==> config.mk <==
export PLATFORM = sky130hd
export DESIGN_NAME = bmp_rle8_stream_decoder_flat
export DESIGN_NICKNAME = d
export VERILOG_FILES = /design/src/design/brle8_pkg.sv /design/src/design/brle8_in_if.sv /design/src/design/brle8_out_if.sv /design/src/design/bmp_rle8_stream_decoder.sv /design/src/flat_wrapper.sv
export VERILOG_INCLUDE_DIRS = /design/src /design/src/design
export SDC_FILE = /design/constraint.sdc
export NUM_CORES = 2
export LEC_CHECK = 0
export BUFFER_PORTS_ARGS = -buffer_cell sky130_fd_sc_hd__buf_2
export CORE_ASPECT_RATIO = 1.5
export CORE_UTILIZATION = 50
export CTS_CLUSTER_DIAMETER = 80
export DETAILED_ROUTE_END_ITERATION = 7
export PLACE_DENSITY = 0.66
export SYNTH_ARGS = -nofsm -noshare
export SYNTH_HDL_FRONTEND = slang
export SYNTH_SLANG_ARGS = --single-unit
export TNS_END_PERCENT = 1
==> constraint.sdc <==
create_clock -name i_clk -period 32.6 [get_ports i_clk]
set_input_delay 1.63 -clock i_clk [delete_from_list [all_inputs] [get_ports i_clk]]
set_output_delay 1.63 -clock i_clk [all_outputs]
set_load 0.05 [all_outputs]
==> src/design/bmp_rle8_stream_decoder_assert.svh <==
// Assertion macros for the RLE8 stream decoder.
// Used by the top level; expects i_clk and i_rst_n in the including scope.
`ifndef BMP_RLE8_STREAM_DECODER_ASSERT_SVH
`define BMP_RLE8_STREAM_DECODER_ASSERT_SVH

// Consequent must hold in the same cycle as the antecedent.
`define BRLE8_ASSERT_NOW(label, ante, cons, msg) \
    label: assert property (@(posedge i_clk) disable iff (!i_rst_n) (ante) |-> (cons)) \
        else $error(msg);

// Consequent must hold in the cycle after the antecedent.
`define BRLE8_ASSERT_NEXT(label, ante, cons, msg) \
    label: assert property (@(posedge i_clk) disable iff (!i_rst_n) (ante) |=> (cons)) \
        else $error(msg);

`endif

==> src/design/brle8_pkg.sv <==
// Shared types and constants of the RLE8 stream decoder.
// No dependencies; used by the channel interfaces and the top level.
package brle8_pkg;

    localparam int DIM_BITS       = 13;
    localparam int CFG_INDEX_BITS = 2;
    localparam int ADDR_BITS      = 24;
    localparam int PIXELS_BITS    = 2 * DIM_BITS;
    localparam int ANCHOR_BITS    = 27;

    localparam logic signed [ANCHOR_BITS:0] ANCHOR_MAX = 28'sd67108863;
    localparam logic signed [ANCHOR_BITS:0] ANCHOR_MIN = -28'sd67108864;

    typedef enum logic [CFG_INDEX_BITS-1:0] {
        CFG_WIDTH    = 2'd0,
        CFG_HEIGHT   = 2'd1,
        CFG_TOP_DOWN = 2'd2
    } t_cfg_index;

    typedef enum logic [1:0] {
        KIND_SPAN = 2'd0,
        KIND_OK   = 2'd1,
        KIND_BAD  = 2'd2
    } t_kind;

    typedef enum logic [2:0] {
        PH_COUNT   = 3'd0,
        PH_VALUE   = 3'd1,
        PH_DX      = 3'd2,
        PH_DY      = 3'd3,
        PH_LITERAL = 3'd4,
        PH_PAD     = 3'd5
    } t_phase;

    // Escape codes that follow a zero count byte.
    localparam logic [7:0] ESC_EOL   = 8'd0;
    localparam logic [7:0] ESC_EOB   = 8'd1;
    localparam logic [7:0] ESC_DELTA = 8'd2;

    typedef struct packed {
        logic [7:0] stream_byte;
        logic       first_byte;
        logic       last_byte;
    } t_item;

    typedef struct packed {
        t_kind                kind;
        logic [ADDR_BITS-1:0] address;
        logic [7:0]           span_length;
        logic [7:0]           pixel_value;
        logic                 end_of_item;
    } t_result;

endpackage

==> src/design/brle8_in_if.sv <==
// Input channel of the RLE8 stream decoder: one encoded byte per item.
// Depends on brle8_pkg.
interface brle8_in_if;
    import brle8_pkg::*;

    logic       valid;
    logic       ready;
    logic [7:0] stream_byte;
    logic       first_byte;
    logic       last_byte;

    modport source (output valid, stream_byte, first_byte, last_byte, input ready);
    modport sink   (input valid, stream_byte, first_byte, last_byte, output ready);
endinterface

==> src/design/brle8_out_if.sv <==
// Result channel of the RLE8 stream decoder: span writes and status items.
// Depends on brle8_pkg.
interface brle8_out_if;
    import brle8_pkg::*;

    logic                 valid;
    logic                 ready;
    t_kind                kind;
    logic [ADDR_BITS-1:0] address;
    logic [7:0]           span_length;
    logic [7:0]           pixel_value;
    logic                 end_of_item;

    modport source (output valid, kind, address, span_length, pixel_value, end_of_item,
                    input ready);
    modport sink   (input valid, kind, address, span_length, pixel_value, end_of_item,
                    output ready);
endinterface

==> src/design/bmp_rle8_stream_decoder.sv <==
// Top level of the BMP RLE8 stream decoder: parser, cursor arithmetic, result queue.
// Depends on brle8_pkg, brle8_in_if, brle8_out_if and the assertion header.
//
// Usage: feed the RLE8 pixel data one byte per item on i_in; mark the first
// byte of an image with first_byte and the final byte with last_byte. Each
// item on o_out is either a span write (kind span: span_length pixels of
// pixel_value starting at address) or a status item (finished ok or
// malformed) that closes the decode. The end_of_item flag marks the last
// result that a byte caused. Writes seen before a malformed status are to be
// dropped by the consumer.
// Configuration (width, height, row order) is written through the plain
// write port while the block is idle; a new image picks it up at first_byte.
// A byte accepted on i_in waits in the input register, is parsed from there into
// the result queue, and its results are driven from the head of the queue.
// Throughput: one byte per cycle while each byte gives at most one result and
// the receiver takes every result; a byte that gives two results (a write
// followed by the malformed status of a cut-short stream) holds up the next byte,
// since the three-entry result queue parses only while it holds at most one entry.
// Reset empties the input register and the queue and restores the default
// configuration (1 x 1, bottom-up). When the receiver stalls, results wait
// in the queue, the input register fills, and then i_in.ready drops.
module bmp_rle8_stream_decoder (
    input  logic                                i_clk,
    input  logic                                i_rst_n,
    input  logic                                i_cfg_we,
    input  logic [brle8_pkg::CFG_INDEX_BITS-1:0] i_cfg_index,
    input  logic [brle8_pkg::DIM_BITS-1:0]       i_cfg_data,
    brle8_in_if.sink                            i_in,
    brle8_out_if.source                         o_out
);
    import brle8_pkg::*;

    `include "bmp_rle8_stream_decoder_assert.svh"

    // Configuration registers and the values derived from them when written.
    logic [DIM_BITS-1:0]           r_width,     n_width;
    logic [DIM_BITS-1:0]           r_height,    n_height;
    logic                          r_top_down,  n_top_down;
    logic [PIXELS_BITS-1:0]        r_pixels,    n_pixels;
    logic signed [ANCHOR_BITS-1:0] r_last_row,  n_last_row;

    // Input register.
    logic  r_in_valid;
    t_item r_in;

    // Parser state.
    t_phase                        r_phase,    n_phase;
    logic [7:0]                    r_run,      n_run;
    logic [7:0]                    r_dx,       n_dx;
    logic signed [ANCHOR_BITS-1:0] r_anchor,   n_anchor;
    logic signed [ANCHOR_BITS-1:0] r_cursor,   n_cursor;
    logic [7:0]                    r_left,     n_left;
    logic                          r_pad,      n_pad;
    logic                          r_finished, n_finished;

    // State after the optional restart at first_byte.
    t_phase                        e_phase;
    logic [7:0]                    e_run, e_dx, e_left;
    logic signed [ANCHOR_BITS-1:0] e_anchor, e_cursor;
    logic                          e_pad, e_fin;

    // Arithmetic for the current byte.
    logic [7:0]                    w_b;
    logic signed [ANCHOR_BITS+1:0] w_pix29, w_cur29, w_room;
    logic signed [DIM_BITS:0]      w_step;
    logic signed [ANCHOR_BITS:0]   w_eol_sum;
    logic signed [ANCHOR_BITS-1:0] w_eol_anchor;
    logic [DIM_BITS+7:0]           w_prod;
    logic signed [DIM_BITS+8:0]    w_dy;
    logic signed [ANCHOR_BITS:0]   w_dy_anchor, w_dy_cur;

    // Results of the current byte.
    logic    w_span_en, w_prim_st, w_st_en;
    t_kind   w_prim_kind;
    t_result w_span, w_status, w_res0, w_res1;
    logic [1:0] w_push_n;

    // Result queue; entry 0 drives the output.
    t_result    r_q [0:2];
    t_result    n_q [0:2];
    logic [1:0] r_q_count, n_q_count, w_base;
    logic       w_pop, w_proc;

    function automatic logic signed [ANCHOR_BITS-1:0] clamp_anchor(
        input logic signed [ANCHOR_BITS:0] a
    );
        logic signed [ANCHOR_BITS-1:0] res;
        if (a > ANCHOR_MAX) begin
            res = ANCHOR_MAX[ANCHOR_BITS-1:0];
        end else if (a < ANCHOR_MIN) begin
            res = ANCHOR_MIN[ANCHOR_BITS-1:0];
        end else begin
            res = a[ANCHOR_BITS-1:0];
        end
        return res;
    endfunction

    // ------------------------------------------------------------------
    // Configuration. The pixel total and the start of the last row are
    // computed with the write, so a parsed byte only reads registers.
    // ------------------------------------------------------------------
    always_comb begin
        n_width    = r_width;
        n_height   = r_height;
        n_top_down = r_top_down;
        if (i_cfg_we) begin
            unique case (t_cfg_index'(i_cfg_index))
                CFG_WIDTH:    n_width    = i_cfg_data;
                CFG_HEIGHT:   n_height   = i_cfg_data;
                CFG_TOP_DOWN: n_top_down = i_cfg_data[0];
                default:      ;
            endcase
        end
        n_pixels   = n_width * n_height;
        n_last_row = $signed({1'b0, n_pixels}) - $signed({{(ANCHOR_BITS-DIM_BITS){1'b0}}, n_width});
    end

    always_ff @(posedge i_clk) begin
        if (!i_rst_n) begin
            r_width    <= DIM_BITS'(1);
            r_height   <= DIM_BITS'(1);
            r_top_down <= 1'b0;
            r_pixels   <= PIXELS_BITS'(1);
            r_last_row <= '0;
        end else begin
            r_width    <= n_width;
            r_height   <= n_height;
            r_top_down <= n_top_down;
            r_pixels   <= n_pixels;
            r_last_row <= n_last_row;
        end
    end

    // ------------------------------------------------------------------
    // Input register. A byte is parsed when the queue holds at most one
    // result, which leaves room for the two that a byte can cause.
    // ------------------------------------------------------------------
    assign w_proc     = r_in_valid && (r_q_count <= 2'd1);
    assign i_in.ready = !r_in_valid || w_proc;

    always_ff @(posedge i_clk) begin
        if (!i_rst_n) begin
            r_in_valid <= 1'b0;
        end else if (i_in.valid && i_in.ready) begin
            r_in_valid <= 1'b1;
        end else if (w_proc) begin
            r_in_valid <= 1'b0;
        end
    end

    always_ff @(posedge i_clk) begin
        if (i_in.valid && i_in.ready) begin
            r_in.stream_byte <= i_in.stream_byte;
            r_in.first_byte  <= i_in.first_byte;
            r_in.last_byte   <= i_in.last_byte;
        end
    end

    // ------------------------------------------------------------------
    // Parser: next state and results of the byte in the input register.
    // ------------------------------------------------------------------
    always_comb begin
        w_b = r_in.stream_byte;

        // A first byte restarts the image before it is parsed.
        if (r_in.first_byte) begin
            e_phase  = PH_COUNT;
            e_run    = '0;
            e_dx     = '0;
            e_left   = '0;
            e_pad    = 1'b0;
            e_fin    = 1'b0;
            e_anchor = r_top_down ? '0 : r_last_row;
            e_cursor = r_top_down ? '0 : r_last_row;
        end else begin
            e_phase  = r_phase;
            e_run    = r_run;
            e_dx     = r_dx;
            e_left   = r_left;
            e_pad    = r_pad;
            e_fin    = r_finished;
            e_anchor = r_anchor;
            e_cursor = r_cursor;
        end

        n_phase  = e_phase;
        n_run    = e_run;
        n_dx     = e_dx;
        n_left   = e_left;
        n_pad    = e_pad;
        n_anchor = e_anchor;
        n_cursor = e_cursor;

        // Room left in the image from the cursor to the end.
        w_pix29 = $signed({3'b000, r_pixels});
        w_cur29 = $signed({{2{e_cursor[ANCHOR_BITS-1]}}, e_cursor});
        w_room  = w_pix29 - w_cur29;

        // Row step, signed by the row order.
        w_step = r_top_down ? $signed({1'b0, r_width}) : -$signed({1'b0, r_width});

        // End of line: next row anchor.
        w_eol_sum    = $signed({e_anchor[ANCHOR_BITS-1], e_anchor})
                     + $signed({{(ANCHOR_BITS-DIM_BITS){w_step[DIM_BITS]}}, w_step});
        w_eol_anchor = clamp_anchor(w_eol_sum);

        // Delta: vertical move of dy rows, then the new cursor.
        w_prod      = r_width * w_b;
        w_dy        = r_top_down ? $signed({1'b0, w_prod}) : -$signed({1'b0, w_prod});
        w_dy_anchor = $signed({e_anchor[ANCHOR_BITS-1], e_anchor})
                    + $signed({{(ANCHOR_BITS-DIM_BITS-8){w_dy[DIM_BITS+8]}}, w_dy});
        w_dy_cur    = $signed({e_cursor[ANCHOR_BITS-1], e_cursor})
                    + $signed({{(ANCHOR_BITS-7){1'b0}}, e_dx})
                    + $signed({{(ANCHOR_BITS-DIM_BITS-8){w_dy[DIM_BITS+8]}}, w_dy});

        w_span_en   = 1'b0;
        w_prim_st   = 1'b0;
        w_prim_kind = KIND_OK;

        w_span.kind        = KIND_SPAN;
        w_span.address     = e_cursor[ADDR_BITS-1:0];
        w_span.span_length = e_run;
        w_span.pixel_value = w_b;
        w_span.end_of_item = 1'b0;

        if (!e_fin) begin
            unique case (e_phase)
                PH_COUNT: begin
                    n_run   = w_b;
                    n_phase = PH_VALUE;
                end
                PH_VALUE: begin
                    n_phase = PH_COUNT;
                    if (e_run != 8'd0) begin
                        // Encoded run: one span write if it fits in the image.
                        if ($signed({21'b0, e_run}) > w_room) begin
                            w_prim_st   = 1'b1;
                            w_prim_kind = KIND_BAD;
                        end else begin
                            w_span_en = 1'b1;
                            n_cursor  = e_cursor + $signed({19'b0, e_run});
                        end
                    end else begin
                        unique case (w_b)
                            ESC_EOL: begin
                                n_anchor = w_eol_anchor;
                                n_cursor = w_eol_anchor;
                                // Stepping off the image ends the decode cleanly.
                                if (w_eol_anchor[ANCHOR_BITS-1] ||
                                    $signed({{2{w_eol_anchor[ANCHOR_BITS-1]}}, w_eol_anchor})
                                        >= w_pix29) begin
                                    w_prim_st   = 1'b1;
                                    w_prim_kind = KIND_OK;
                                end
                            end
                            ESC_EOB: begin
                                w_prim_st   = 1'b1;
                                w_prim_kind = KIND_OK;
                            end
                            ESC_DELTA: begin
                                n_phase = PH_DX;
                            end
                            default: begin
                                // Absolute mode: the whole literal run must fit.
                                if ($signed({21'b0, w_b}) > w_room) begin
                                    w_prim_st   = 1'b1;
                                    w_prim_kind = KIND_BAD;
                                end else begin
                                    n_left  = w_b;
                                    n_pad   = w_b[0];
                                    n_phase = PH_LITERAL;
                                end
                            end
                        endcase
                    end
                end
                PH_DX: begin
                    n_dx    = w_b;
                    n_phase = PH_DY;
                end
                PH_DY: begin
                    n_phase  = PH_COUNT;
                    n_anchor = clamp_anchor(w_dy_anchor);
                    if (w_dy_cur[ANCHOR_BITS] ||
                        $signed({w_dy_cur[ANCHOR_BITS], w_dy_cur}) > w_pix29) begin
                        w_prim_st   = 1'b1;
                        w_prim_kind = KIND_BAD;
                    end else begin
                        n_cursor = w_dy_cur[ANCHOR_BITS-1:0];
                    end
                end
                PH_LITERAL: begin
                    w_span_en          = 1'b1;
                    w_span.span_length = 8'd1;
                    n_cursor           = e_cursor + $signed(27'sd1);
                    n_left             = e_left - 8'd1;
                    if (n_left == 8'd0) begin
                        n_phase = e_pad ? PH_PAD : PH_COUNT;
                    end
                end
                default: begin
                    // Pad byte after an odd literal run.
                    n_pad   = 1'b0;
                    n_phase = PH_COUNT;
                end
            endcase
        end

        // A stream that stops without an end code is malformed.
        w_st_en = w_prim_st || (!e_fin && r_in.last_byte);

        w_status.kind        = w_prim_st ? w_prim_kind : KIND_BAD;
        w_status.address     = '0;
        w_status.span_length = '0;
        w_status.pixel_value = '0;
        w_status.end_of_item = 1'b1;

        n_finished = e_fin || w_st_en;

        if (w_span_en) begin
            w_res0             = w_span;
            w_res0.end_of_item = !w_st_en;
        end else begin
            w_res0 = w_status;
        end
        w_res1   = w_status;
        w_push_n = {1'b0, w_span_en} + {1'b0, w_st_en};
    end

    always_ff @(posedge i_clk) begin
        if (!i_rst_n) begin
            r_phase    <= PH_COUNT;
            r_run      <= '0;
            r_dx       <= '0;
            r_left     <= '0;
            r_pad      <= 1'b0;
            r_finished <= 1'b0;
            r_anchor   <= '0;
            r_cursor   <= '0;
        end else if (w_proc) begin
            r_phase    <= n_phase;
            r_run      <= n_run;
            r_dx       <= n_dx;
            r_left     <= n_left;
            r_pad      <= n_pad;
            r_finished <= n_finished;
            r_anchor   <= n_anchor;
            r_cursor   <= n_cursor;
        end
    end

    // ------------------------------------------------------------------
    // Result queue: shifts down on a take, new results land behind the
    // entries that remain.
    // ------------------------------------------------------------------
    always_comb begin
        w_pop  = (r_q_count != 2'd0) && o_out.ready;
        w_base = r_q_count - {1'b0, w_pop};

        n_q[0] = w_pop ? r_q[1] : r_q[0];
        n_q[1] = w_pop ? r_q[2] : r_q[1];
        n_q[2] = r_q[2];

        if (w_proc) begin
            if (w_push_n != 2'd0) begin
                n_q[w_base] = w_res0;
            end
            if (w_push_n == 2'd2) begin
                n_q[w_base + 2'd1] = w_res1;
            end
        end
        n_q_count = w_base + (w_proc ? w_push_n : 2'd0);
    end

    always_ff @(posedge i_clk) begin
        if (!i_rst_n) begin
            r_q_count <= '0;
        end else begin
            r_q_count <= n_q_count;
        end
    end

    always_ff @(posedge i_clk) begin
        r_q[0] <= n_q[0];
        r_q[1] <= n_q[1];
        r_q[2] <= n_q[2];
    end

    assign o_out.valid       = (r_q_count != 2'd0);
    assign o_out.kind        = r_q[0].kind;
    assign o_out.address     = r_q[0].address;
    assign o_out.span_length = r_q[0].span_length;
    assign o_out.pixel_value = r_q[0].pixel_value;
    assign o_out.end_of_item = r_q[0].end_of_item;

    // ------------------------------------------------------------------
    // Assertions.
    // ------------------------------------------------------------------
    `BRLE8_ASSERT_NOW(a_quiet_after_end, w_proc && r_finished && !r_in.first_byte, w_push_n == 2'd0, "byte after end of decode gave a result")
    `BRLE8_ASSERT_NOW(a_status_closes_item, o_out.valid && (o_out.kind != KIND_SPAN), o_out.end_of_item, "status item not last of its byte")
    `BRLE8_ASSERT_NEXT(a_status_finishes, w_proc && w_st_en, r_finished, "status given but decode not finished")

endmodule

==> src/flat_wrapper.sv <==
// flat-port wrapper written by rule: the top's interface ports become plain ports
module bmp_rle8_stream_decoder_flat import brle8_pkg::*;
  (i_clk, i_rst_n, i_cfg_we, i_cfg_index, i_cfg_data, i_in_valid, i_in_stream_byte, i_in_first_byte, i_in_last_byte, i_in_ready, o_out_valid, o_out_kind, o_out_address, o_out_span_length, o_out_pixel_value, o_out_end_of_item, o_out_ready);
  brle8_in_if i_in_i ();
  brle8_out_if o_out_i ();
  input  logic i_clk;
  input  logic i_rst_n;
  input  logic i_cfg_we;
  input  logic [brle8_pkg::CFG_INDEX_BITS-1:0] i_cfg_index;
  input  logic [brle8_pkg::DIM_BITS-1:0] i_cfg_data;
  input wire logic [$bits(i_in_i.valid)-1:0] i_in_valid;
  input wire logic [$bits(i_in_i.stream_byte)-1:0] i_in_stream_byte;
  input wire logic [$bits(i_in_i.first_byte)-1:0] i_in_first_byte;
  input wire logic [$bits(i_in_i.last_byte)-1:0] i_in_last_byte;
  output wire logic [$bits(i_in_i.ready)-1:0] i_in_ready;
  output wire logic [$bits(o_out_i.valid)-1:0] o_out_valid;
  output wire logic [$bits(o_out_i.kind)-1:0] o_out_kind;
  output wire logic [$bits(o_out_i.address)-1:0] o_out_address;
  output wire logic [$bits(o_out_i.span_length)-1:0] o_out_span_length;
  output wire logic [$bits(o_out_i.pixel_value)-1:0] o_out_pixel_value;
  output wire logic [$bits(o_out_i.end_of_item)-1:0] o_out_end_of_item;
  input wire logic [$bits(o_out_i.ready)-1:0] o_out_ready;
  assign i_in_i.valid = i_in_valid;
  assign i_in_i.stream_byte = i_in_stream_byte;
  assign i_in_i.first_byte = i_in_first_byte;
  assign i_in_i.last_byte = i_in_last_byte;
  assign i_in_ready = i_in_i.ready;
  assign o_out_valid = o_out_i.valid;
  assign o_out_kind = o_out_i.kind;
  assign o_out_address = o_out_i.address;
  assign o_out_span_length = o_out_i.span_length;
  assign o_out_pixel_value = o_out_i.pixel_value;
  assign o_out_end_of_item = o_out_i.end_of_item;
  assign o_out_i.ready = o_out_ready;
  bmp_rle8_stream_decoder u_core (.i_clk(i_clk), .i_rst_n(i_rst_n), .i_cfg_we(i_cfg_we), .i_cfg_index(i_cfg_index), .i_cfg_data(i_cfg_data), .i_in(i_in_i), .o_out(o_out_i));
endmodule
==> reports/metrics.cfg <==
[status]
status = finished, final reports clean

[final_layout]
fillers = 6525
fin_cells = 5128
drive_above_1_share_pct = 7.26
fin_util_pct = 54.3
area_delta_synth_final_pct = 6.81
fin_nets = 4778

[routing]
dr.pass1.iters = 8
drcViolationCount = 0
routedWlPerCell_um = 23.3
drt_iter0_drc = 2828
vias = 31900
routed_wl_um = 120000
vias_per_cell = 6.22
ant_nets = 0

[cts]
post_cts.repair.setup_buffers = 0
clk_latency_ns = 0.60
path_clk_slew_ns = 0.06
cts-htree-levels = 2
hold_buffers = 0
cts_sinks = 305
cts_tree = done
cts_max_path_buffers = 3
cts_root_buf = clkbuf_16
cts_buffers = 38
post_cts_resized = 0

[logic_synthesis]
synth_top_flop_cell = dfxtp_1
async_reset_ff_share_pct = 0
ys_seq_area_share_pct = 19.5
synth_common_cells = inv_1 (429), nand2_1 (397), nor2_1 (335)
synthTopCellsByArea = dfxtp_1 (15%), ha_1 (12%), fa_1 (12%)
synth_edf_count = 53
synth_cell_types = 98
netlist.top_cell.by_area = dfxtp_1
synth.avg_cell_area_um2 = 8.00
yosysTopAreaCellShare_pct = 14.8
syn_area_um2 = 34100
yosys.cell_count.top_type = inv_1
ys_seq_elements = 305
syn_inst = 4260
ys_warn_count = 0
synth_nets = 4825

[power_and_ir_drop]
power.leakage_nw = 16.6
power_switching_share_pct = 50.1
seq_power_share_pct = 20.2
intPower_w = 0.00136
vdd_drop_max_mv = 0.0648
power_w = 0.00272
clkPwrFrac_pct = 16.4
p_switching_w = 0.00136
pwr-share-comb_pct = 63.4
pwr_density_cell_nw_per_um2 = 74.8

[sta]
setup-tns-final_ns = 0
slew_headroom_pct = 6.38
skew_ns = 0.0393
setup_violations = 0
fin_ws_ns = 20.05
drv_slew = 0
rsz0062_at_grt = false
min_period_ns = 12.55
fmax_mhz = 79.7
finalCritPeriodShare_pct = 38.5
hold_violations = 0
tightest_slew_ns = 1.39

[grt]
grt_pass1_vias = 32500
track_usage_pct = 34.5
antenna_found_initial = 1
grt_pass1_wl_um = 184000
grt_max_degree = 60
overflow = 0

[floorplan]
die_x_um = 215
core_region_area_um2 = 67100
std_cell_rows = 116
top_level_ports = 75
start_util_pct = 50.8
die_area_um2 = 69200
die_y_um = 322

[placement]
dpl_worst_slack_ns = 20.21
dp_cells = 5058
gp_congestion = 1.03
port-buffer-count = 74
dp_hpwl_um = 93600

[worst_setup_path]
cp.arrival_ns = 12.98
critical_path.max_fanout = 44
worst_ep_required_time_ns = 33.03
critPathCaptureType = flop
crit_path_start_kind = flop
cp_common_cell = ha_1
critPathKind = reg2reg
slowest_stage = nor2_4
cp_slowest_stage_delay_ns = 0.84

[min_path]
hold_class = reg2reg

[flow_run]
maxCapViolations = 0

## per-layer routing
layer	vias to the layer above	part of all wire [%]	global-route usage, %
met4	0	8.7	26.4
met2	1301	49	61.2
met3	478	6.3	4.33
met5	-	0	0
li1	14800	-	-
met1	15300	36	37.2
## registers in the layout (all words and copies together), names as in the netlist, 2 cells and up
name               count
u_core.r_anchor       27
u_core.r_cursor       27
u_core.r_dx            8
u_core.r_height       13
u_core.r_in            2
u_core.r_last_row     27
u_core.r_left          8
u_core.r_phase         3
u_core.r_pixels       26
u_core.r_q           129
u_core.r_q_count       2
u_core.r_run           8
u_core.r_width        13
u_core.w_b             8
## final timing paths
check | startpoint | endpoint | slack, ns | cells past startpoint
worst max register to register | u_core.r_width[0] | u_core.r_q[0][85] | 20.05 | 43
worst max-delay path | u_core.r_width[0] | u_core.r_q[0][85] | 20.05 | 43
worst min register to register | u_core.r_anchor[10] | u_core.r_anchor[10] | 0.45 | 2
worst min-delay path | u_core.r_anchor[10] | u_core.r_anchor[10] | 0.45 | 2
## cell type report
class | count | area, µm² | share of cell area [%]
multi-input combinational | 3274 | 24700 | 68.0
clock inverter | 22 | 251 | 0.691
clock buffer | 46 | 1020 | 2.81
timing repair buffer | 159 | 1010 | 2.77
tap | 885 | 1110 | 3.04
sequential | 305 | 6640 | 18.2
antenna | 2 | 5.00 | 0.0137
inverter | 435 | 1640 | 4.49
## cells by family after synthesis
group	after synthesis	share of synthesized area, %
compound gates	1137	21.6
xor+xnor	179	4.60
fa+ha+maj	535	24.1
buf+inv	681	8.09
flops	305	19.5
mux	141	4.24
simple gates	1282	17.9
## cell usage in the layout (no fill, tap or decap), types with 39 or more instances in the layout
cell type	Yosys	routed
nor3_1	77	77
edfxtp_1	53	53
a21oi_1	283	281
dfxtp_1	252	252
clkbuf_16	0	39
ha_1	334	334
xor2_1	56	56
o21ai_0	252	250
buf_2	13	74
and3_1	40	40
inv_1	429	427
a21o_1	50	50
buf_4	43	85
fa_1	201	201
a31oi_1	48	48
and2_1	132	132
o22ai_1	76	76
xnor2_1	123	123
nand2_1	397	396
nand3_1	84	84
a22oi_1	46	46
a211oi_1	42	42
o21a_1	47	47
nor2_1	335	331
mux2i_1	115	115
## power by group through the flow
stage	logic (W)	clock network, W	registers (W)
5_1_grt	0.00188	0.000461	0.000557
3_3_place_gp	0.00167	0	0.000554
3_5_place_dp	0.00168	0	0.000555
2_1_floorplan	0.00126	0	0.000522
6_report	0.00173	0.000445	0.000550
4_1_cts	0.00169	0.000451	0.000547
## through the flow
| step | hold WS [ns] | instance area [µm²] |
|---|---|---|
| 6_report | 0.449 | 36400 |
| 5_1_grt | 0.478 | 36400 |
| 4_1_cts | 0.456 | 36400 |
| 3_5_place_dp | 0.442 | 35100 |
| 3_3_place_gp | 0.435 | 35100 |
| 2_1_floorplan | 0.425 | 34100 |
## critical path: cells and delay by family, from the launching register on
kind | cells | cell delay (ns)
simple gates | 17 | 4.59
fa+ha+maj | 9 | 3.73
compound gates | 10 | 2.12
xor+xnor | 3 | 0.84
flops | 1 | 0.68
buf+inv | 4 | 0.37
(Power assumes the default switching activity.)
